--- config.mk ---
export PLATFORM = sky130hd
export DESIGN_NAME = stbs_ctrl
export DESIGN_NICKNAME = d
export VERILOG_FILES = /design/src/rtl/stbs_pkg.sv /design/src/rtl/stbs_ctrl.sv
export SDC_FILE = /design/constraint.sdc
export NUM_CORES = 1
export LEC_CHECK = 0
export BUFFER_PORTS_ARGS = -buffer_cell sky130_fd_sc_hd__buf_2
export CORE_AREA = 2 2 39 41
export CTS_BUF_LIST = sky130_fd_sc_hd__clkbuf_8
export DETAILED_ROUTE_END_ITERATION = 10
export DIE_AREA = 0 0 41 43
export GPL_ROUTABILITY_DRIVEN = 0
export PLACE_DENSITY_LB_ADDON = 0.2
export SETUP_SLACK_MARGIN = 0.1
export SYNTH_ARGS = -nofsm -noshare
export SYNTH_HDL_FRONTEND = slang
export SYNTH_SLANG_ARGS = --single-unit
--- constraint.sdc ---
create_clock -name clk -period 2.3 [get_ports clk]
set_clock_uncertainty 0.15 [all_clocks]
set_input_delay 0.23 -clock clk [delete_from_list [all_inputs] [get_ports clk]]
set_output_delay 0.23 -clock clk [all_outputs]
set_load 0.005 [all_outputs]
--- src/rtl/stbs_pkg.sv ---
// shared constants, codes and controller/datapath types for the sorted table search
package stbs_pkg;

	// default table capacity in words
	localparam int TABLE_DEPTH_DEF = 1024;

	// field widths
	localparam int WORD_W = 32;
	localparam int CMD_W  = 2;

	// command codes
	localparam logic [CMD_W-1:0] CMD_CLEAR  = 2'd0;
	localparam logic [CMD_W-1:0] CMD_APPEND = 2'd1;
	localparam logic [CMD_W-1:0] CMD_QUERY  = 2'd2;

	// controller states
	typedef enum logic [2:0] {
		ST_IDLE,
		ST_STEP,
		ST_CMP,
		ST_EQ,
		ST_RESP
	} state_t;

	// commands from controller to datapath
	typedef struct packed {
		logic clear;   // empty the table
		logic append;  // store word at the fill position
		logic load;    // latch key, open the range over the filled part
		logic probe;   // issue a table read at the middle or the single entry
		logic narrow;  // keep the upper or lower half after a probe
		logic settle;  // record equality against the single entry
		logic miss;    // record an empty range
	} ctrl_cmd_t;

	// status from datapath to controller
	typedef struct packed {
		logic span_zero;
		logic span_one;
	} dp_status_t;

endpackage

--- src/rtl/stbs_ctrl.sv ---
// controller: command decode and search sequencing
module stbs_ctrl (
	input  logic                          clk,
	input  logic                          arst_n,
	input  logic                          start,
	input  logic [stbs_pkg::CMD_W-1:0]    command,
	input  stbs_pkg::dp_status_t          status,
	output stbs_pkg::ctrl_cmd_t           cmd,
	output logic                          busy,
	output logic                          done
);

	stbs_pkg::state_t state_q;
	stbs_pkg::state_t state_d;

	// state register
	always_ff @(posedge clk or negedge arst_n) begin
		if (!arst_n) begin
			state_q <= stbs_pkg::ST_IDLE;
		end else begin
			state_q <= state_d;
		end
	end

	// next state
	always_comb begin
		state_d = state_q;
		case (state_q)
			stbs_pkg::ST_IDLE: begin
				if (start && command == stbs_pkg::CMD_QUERY) begin
					state_d = stbs_pkg::ST_STEP;
				end
			end
			stbs_pkg::ST_STEP: begin
				if (status.span_zero) begin
					state_d = stbs_pkg::ST_RESP;
				end else if (status.span_one) begin
					state_d = stbs_pkg::ST_EQ;
				end else begin
					state_d = stbs_pkg::ST_CMP;
				end
			end
			stbs_pkg::ST_CMP:  state_d = stbs_pkg::ST_STEP;
			stbs_pkg::ST_EQ:   state_d = stbs_pkg::ST_RESP;
			stbs_pkg::ST_RESP: state_d = stbs_pkg::ST_IDLE;
			default:           state_d = stbs_pkg::ST_IDLE;
		endcase
	end

	// datapath commands and handshake outputs
	always_comb begin
		cmd  = '0;
		busy = 1'b1;
		done = 1'b0;
		case (state_q)
			stbs_pkg::ST_IDLE: begin
				busy = 1'b0;
				if (start) begin
					case (command)
						stbs_pkg::CMD_CLEAR:  cmd.clear  = 1'b1;
						stbs_pkg::CMD_APPEND: cmd.append = 1'b1;
						stbs_pkg::CMD_QUERY:  cmd.load   = 1'b1;
						default:              cmd        = '0;
					endcase
				end
			end
			stbs_pkg::ST_STEP: begin
				if (status.span_zero) begin
					cmd.miss = 1'b1;
				end else begin
					cmd.probe = 1'b1;
				end
			end
			stbs_pkg::ST_CMP:  cmd.narrow = 1'b1;
			stbs_pkg::ST_EQ:   cmd.settle = 1'b1;
			stbs_pkg::ST_RESP: done       = 1'b1;
			default:           cmd        = '0;
		endcase
	end

endmodule

==> results of run 1 <==
## layer usage
metal	GRT usage	vias up	share of wire
li1	-	122	-
met1	0.1029	110	0.44
met2	0.1031	10	0.48
met3	0.01571	0	0.082
met4	0.06000	0	0
met5	0	-	0
## critical path, cell delays in order, from the launching register on
cell,delay [ns]
dfrtp_1,0.45
or3_4,0.46
nor4b_4,0.21
buf_2,0.14
## cells by family (layout without fill, tap and decap cells)
logic type | Yosys count | in the layout | share of synthesized area
compound gates | 2 | 2 | 0.05291
buf+inv | 3 | 21 | 0.08653
flops | 3 | 3 | 0.2885
simple gates | 15 | 15 | 0.5721
## final cells by class
class / count / area (sq um) / share of cell area
clock buffers: 3 / 41.29 / 0.1054
clock inverters: 1 / 3.754 / 0.009585
inverters: 1 / 3.754 / 0.009585
multi-input cells: 17 / 162.7 / 0.4153
flip-flops and latches: 3 / 75.07 / 0.1917
well taps: 16 / 20.02 / 0.05112
repair buffers: 16 / 85.08 / 0.2173
## stage by stage
| stage | area [sq um] | cells | worst slack, ns |
|---|---|---|---|
| floorplan | 260.3 | 23 | 0.7982 |
| global placement | 336.6 | 52 | 0.6782 |
| detailed placement | 336.6 | 52 | 0.6604 |
| CTS | 391.6 | 57 | 0.4216 |
| global route | 391.6 | 57 | 0.3634 |
| finish | 391.6 | 57 | 0.4362 |
## synth_stat cells (2+ instances only)
master and count:
dfrtp_1 3, nand2_1 2, nand4bb_1 2, nor3b_1 2, nor4b_1 2, nor4b_4 2
## worst paths after layout
path | startpoint | end | slack (ns) | cells past startpoint
max in group asynchronous | arst_n | state_q[0]$_DFFE_PN0P_ | 1.70 | 2
min | status[1] | state_q[1]$_DFFE_PN0P_ | 0.07 | 2
min in group asynchronous | arst_n | state_q[2]$_DFFE_PN0P_ | 0.19 | 2
max | state_q[2]$_DFFE_PN0P_ | cmd[6] | 0.44 | 3
min reg2reg | state_q[2]$_DFFE_PN0P_ | state_q[0]$_DFFE_PN0P_ | 0.46 | 1
max reg2reg | state_q[1]$_DFFE_PN0P_ | state_q[2]$_DFFE_PN0P_ | 1.13 | 2
## power breakdown
group / total [mW] / switching, mW / internal, mW
sequential: 0.0798 / 0.0187 / 0.0611
clock: 0.148 / 0.0342 / 0.114
combinational: 0.0815 / 0.0353 / 0.0462
## placed cells by master, fill, tap and decap left out
| cell type | netlist | routed |
|---|---|---|
| nor2_1 | 1 | 1 |
| and4bb_1 | 1 | 1 |
| nor4b_4 | 2 | 2 |
| nor3b_1 | 2 | 2 |
| or3_4 | 1 | 1 |
| a31oi_1 | 1 | 1 |
| dfrtp_1 | 3 | 3 |
| nand2b_1 | 1 | 1 |
| nor4b_1 | 2 | 2 |
| dlygate4sd3_1 | 0 | 1 |
| buf_2 | 0 | 15 |
| inv_1 | 1 | 2 |
| clkbuf_8 | 0 | 3 |
| nand4bb_1 | 2 | 2 |
| o21bai_1 | 1 | 1 |
| nand2_1 | 2 | 2 |
| nor3_1 | 1 | 1 |
==> results.yml, run 1 <==
run_status:
  status: "finished, final reports clean"
logic_synthesis:
  async_reset_ff_frac: 1.000
  postSynthRegisterBits: 3
  synth_top_cell_area_share: 0.2885
  seq_area_frac_synth: 0.2885
  syn_avg_cell_area_sq_um: 11.32
  synth-edff-count: 0
  ys_top_cells_by_area: "dfrtp_1, nor4b_4, nand4bb_1, nor4b_1, nor3b_1"
  yosysWarnings: 0
  yosysUniqueCellTypes: 16
  yosys_most_used_dff: "dfrtp_1"
  syn-cell-area_sq_um: 260.3
  yosysTopAreaCell: "dfrtp_1"
  postSynthCellCount: 23
  synth_nets: 30
floorplan:
  fp.dieW_um: 41
  die-area_sq_um: 1763
  rows: 14
  ioPinCount: 16
  die_h_um: 43
  core_sq_um: 1384
  initial_core_util: 0.1881
critical_path:
  path_max_fanout: 9
  worstSetupPathType: "register to output pin"
  critical_path_required_ns: 1.92
  cp-start-kind: "register"
  endpoint_kind: "output pin"
  worstPathArrival_ns: 1.48
power_and_ir_drop:
  power.density_nw_per_um2: 789.1
  vdd_drop_max_uv: 229.5
  leakage_nw: 0.1965
  power_mw: 0.3090
grt:
  gr-usage-all-layers: 0.07731
  antenna_found_initial: 0
  globalRouteOverflowTotal: 0
  grt_pass1_vias: 236
  grt_start_max_net_pins: 11
  grt_pass1_wl_um: 931
clock_network:
  path_clk_slew_ns: 0.03
  cts_tree: "yes"
  postCtsHoldBufs: 1
  cts_setup_buffers: 0
  clk_path_buf_depth: 2
  post_cts_resized: 0
  clk_latency_ns: 0.21
  cts-root-buf: "clkbuf_8"
  htreeDepth: 1
  numCtsBuffers: 3
  cts.sink_count: 3
min_path:
  hp-class: "input pin to register"
sta:
  finalSetupViolCount: 0
  min_period_ns: 1.864
  whs_ns: 0.07398
  tightestPinTransition_ns: 0.2732
  hold_viol: 0
  slew_viol_final: 0
  tns_ns: 0
  max_freq_mhz: 536.5
  rsz0062_at_grt: "false"
  relSlewSlack: 0.8179
  finalCritPeriodShare: 0.8103
routing:
  ant_nets: 0
  totalWireLength_um: 613
  drt_iter0_markers: 0
  drc: 0
  firstDrtPassIters: 1
  via_per_inst: 4.246
  vias: 242
  wl_per_cell_um: 10.75
layout:
  area_growth_pct: 50.48
  antennaDiodeCount: 0
  largest_reg_flops: 3
  finalNetCount: 49
  fillers: 153
  drive_gt1_frac: 0.5122
  post-route-util: 0.2830
  regMostFlops: "state_q"
  reg.largest.list: "state_q: 3 flops"
placed_design:
  io_buffer_count: 15
  dpl.hpwl_um: 434
run:
  cap_violations: 0
(Power assumes the default switching activity.)
==> run 2, diff against run 1 <==
--- a/config.mk
+++ b/config.mk
@@ -5,6 +5,7 @@
 export SDC_FILE = /design/constraint.sdc
 export NUM_CORES = 1
 export LEC_CHECK = 0
+export ABC_AREA = 1
 export BUFFER_PORTS_ARGS = -buffer_cell sky130_fd_sc_hd__buf_2
 export CORE_AREA = 2 2 39 41
 export CTS_BUF_LIST = sky130_fd_sc_hd__clkbuf_8
==> constraint.sdc (replaced) <==
create_clock -name clk -period 1.7 [get_ports clk]
set_clock_uncertainty 0.15 [all_clocks]
set_input_delay 0.17 -clock clk [delete_from_list [all_inputs] [get_ports clk]]
set_output_delay 0.17 -clock clk [all_outputs]
set_load 0.005 [all_outputs]
==> results.yml, run 2 <==
clock_network:
  cts.sink_count: 3
  htreeDepth: 1
  path_clk_slew_ns: 0.03
  cts_tree: "yes"
  numCtsBuffers: 3
  clk_path_buf_depth: 2
  clk_latency_ns: 0.22
  cts-root-buf: "clkbuf_8"
sta:
  relSlewSlack: 0.9062
  tightestPinTransition_ns: 0.1396
  hold_viol: 1
  min_period_ns: 1.424
  whs_ns: -0.0008196
  finalSetupViolCount: 0
  rsz0062_at_grt: "false"
  tns_ns: 0
  max_freq_mhz: 702.3
  slew_viol_final: 0
  finalCritPeriodShare: 0.8376
routing:
  firstDrtPassIters: 4
  totalWireLength_um: 552
  vias: 261
  wl_per_cell_um: 8.239
  ant_nets: 0
  via_per_inst: 3.896
  drc: 0
  drt_iter0_markers: 3
logic_synthesis:
  ys_top_cells_by_area: "dfrtp_1, nor2_1, nand3_4, nor3_1, inv_1"
  postSynthCellCount: 32
  yosysUniqueCellTypes: 15
  seq_area_frac_synth: 0.3141
  synth_common_cells: "nor2_1, inv_1, nand2_1"
  yosys_most_used_dff: "dfrtp_1"
  yosysWarnings: 0
  synth_nets: 39
  syn_avg_cell_area_sq_um: 7.468
  yosysTopAreaCell: "dfrtp_1"
  synth-edff-count: 0
  postSynthRegisterBits: 3
  synth_top_cell_area_share: 0.3141
  syn-cell-area_sq_um: 239.0
  synthMostInstantiatedCell: "nor2_1"
  async_reset_ff_frac: 1.000
grt:
  grt_pass1_vias: 209
  grt_pass1_wl_um: 814
  grt_start_max_net_pins: 7
  globalRouteOverflowTotal: 0
  gr-usage-all-layers: 0.08032
  antenna_found_initial: 0
floorplan:
  core_sq_um: 1384
  die_h_um: 43
  initial_core_util: 0.1727
  rows: 14
  fp.dieW_um: 41
  ioPinCount: 16
  die-area_sq_um: 1763
placed_design:
  dp_cells: 62
  dpl.hpwl_um: 437.2
  io_buffer_count: 15
layout:
  post-route-util: 0.2758
  register_area_sq_um: 75.07
  largest_reg_flops: 3
  finalNetCount: 59
  reg.largest.list: "state_q: 3 flops"
  most-common-layout-cells: "buf_2, nor2_1, inv_1"
  drive_gt1_frac: 0.5294
  regMostFlops: "state_q"
  area_growth_pct: 59.69
  antennaDiodeCount: 0
  fin_cells: 67
  multi_input_area_sq_um: 127.6
  fillers: 164
  final_common_cell: "buf_2"
critical_path:
  critical_path_required_ns: 1.38
  worstPathArrival_ns: 1.10
  path_cells: "inv_4, nand3_4, nor3b_2, buf_2"
  slowest_stage: "dfrtp_1"
  endpoint_kind: "output pin"
  cp-start-kind: "register"
  worstSetupPathType: "register to output pin"
  path_max_fanout: 6
  cpPeakStageDelay_ns: 0.40
power_and_ir_drop:
  power.density_nw_per_um2: 1531
  leakage_nw: 0.2153
  power_mw: 0.5842
  vdd_drop_max_uv: 527.2
run:
  cap_violations: 0
run_status:
  violations: "negative hold slack"
  status: "finished, violations left"
min_path:
  hp-class: "input pin to register"
-- run 2: cell type report --
cell class                      count  share of cell area
Multi-Input combinational cell     21              0.3344
Timing Repair Buffer               16              0.2230
Sequential cell                     3              0.1967
Clock buffer                        3              0.1082
Inverter                            7             0.07541
Tap cell                           16             0.05246
Clock inverter                      1            0.009836
-- run 2: path summary, 6_finish.rpt --
| check | start | endpoint | slack [ns] | cells past startpoint |
|---|---|---|---|---|
| setup / recovery | state_q[1]$_DFFE_PN0P_ | cmd[5] | 0.28 | 4 |
| hold / removal | status[1] | state_q[1]$_DFFE_PN0P_ | -0.0008 | 2 |
| setup reg to reg | state_q[1]$_DFFE_PN0P_ | state_q[0]$_DFFE_PN0P_ | 0.70 | 4 |
| hold reg to reg | state_q[2]$_DFFE_PN0P_ | state_q[0]$_DFFE_PN0P_ | 0.44 | 3 |
| max in group asynchronous | arst_n | state_q[1]$_DFFE_PN0P_ | 1.17 | 2 |
| min in group asynchronous | arst_n | state_q[0]$_DFFE_PN0P_ | 0.12 | 2 |
-- run 2: cell families (layout without fill, tap and decap cells) --
family	Yosys count	after routing	synth area share
buffers and inverters	8	27	0.1519
DFF	3	3	0.3141
and+or+nand+nor	19	19	0.4764
AOI/OAI and AO/OA	2	2	0.05758
-- run 2: power breakdown --
part           leakage [nW]  switching [mW]  internal, mW
Sequential           0.0392          0.0225        0.0975
Clock                0.0269          0.0480         0.154
Combinational         0.149           0.155         0.108
Total                 0.215           0.225         0.359
-- run 2: critical path: cells and delay by family (launching register included) --
kind,cells,cell delay (ns)
buf+inv,2,0.23
simple gates,2,0.26
flops,1,0.40
-- run 2: metal layers --
metal | part of all wire | global-route usage
met2 | 0.41 | 0.08125
met5 | 0 | 0
met1 | 0.40 | 0.08682
met4 | 0.062 | 0.1400
met3 | 0.12 | 0.03141
-- run 2: what timing repair did --
action / in CTS / in global routing
hold buffers: 1 / 0
endpoints found under the setup margin: 0 / 0
gates resized for setup: 0 / 0
endpoints found under the hold margin: 3 / 0
buffers inserted: 0 / 0
-- run 2: through the flow --
step           cell area, sq um  hold slack (ns)  worst slack, ns
4_1_cts                   381.6        0.0002541           0.2618
3_3_place_gp              326.6          -0.1800           0.5004
6_report                  381.6       -0.0008196           0.2760
2_1_floorplan             239.0          -0.2756           0.5939
5_1_grt                   381.6         0.006136           0.1868
3_5_place_dp              326.6          -0.1808           0.4961
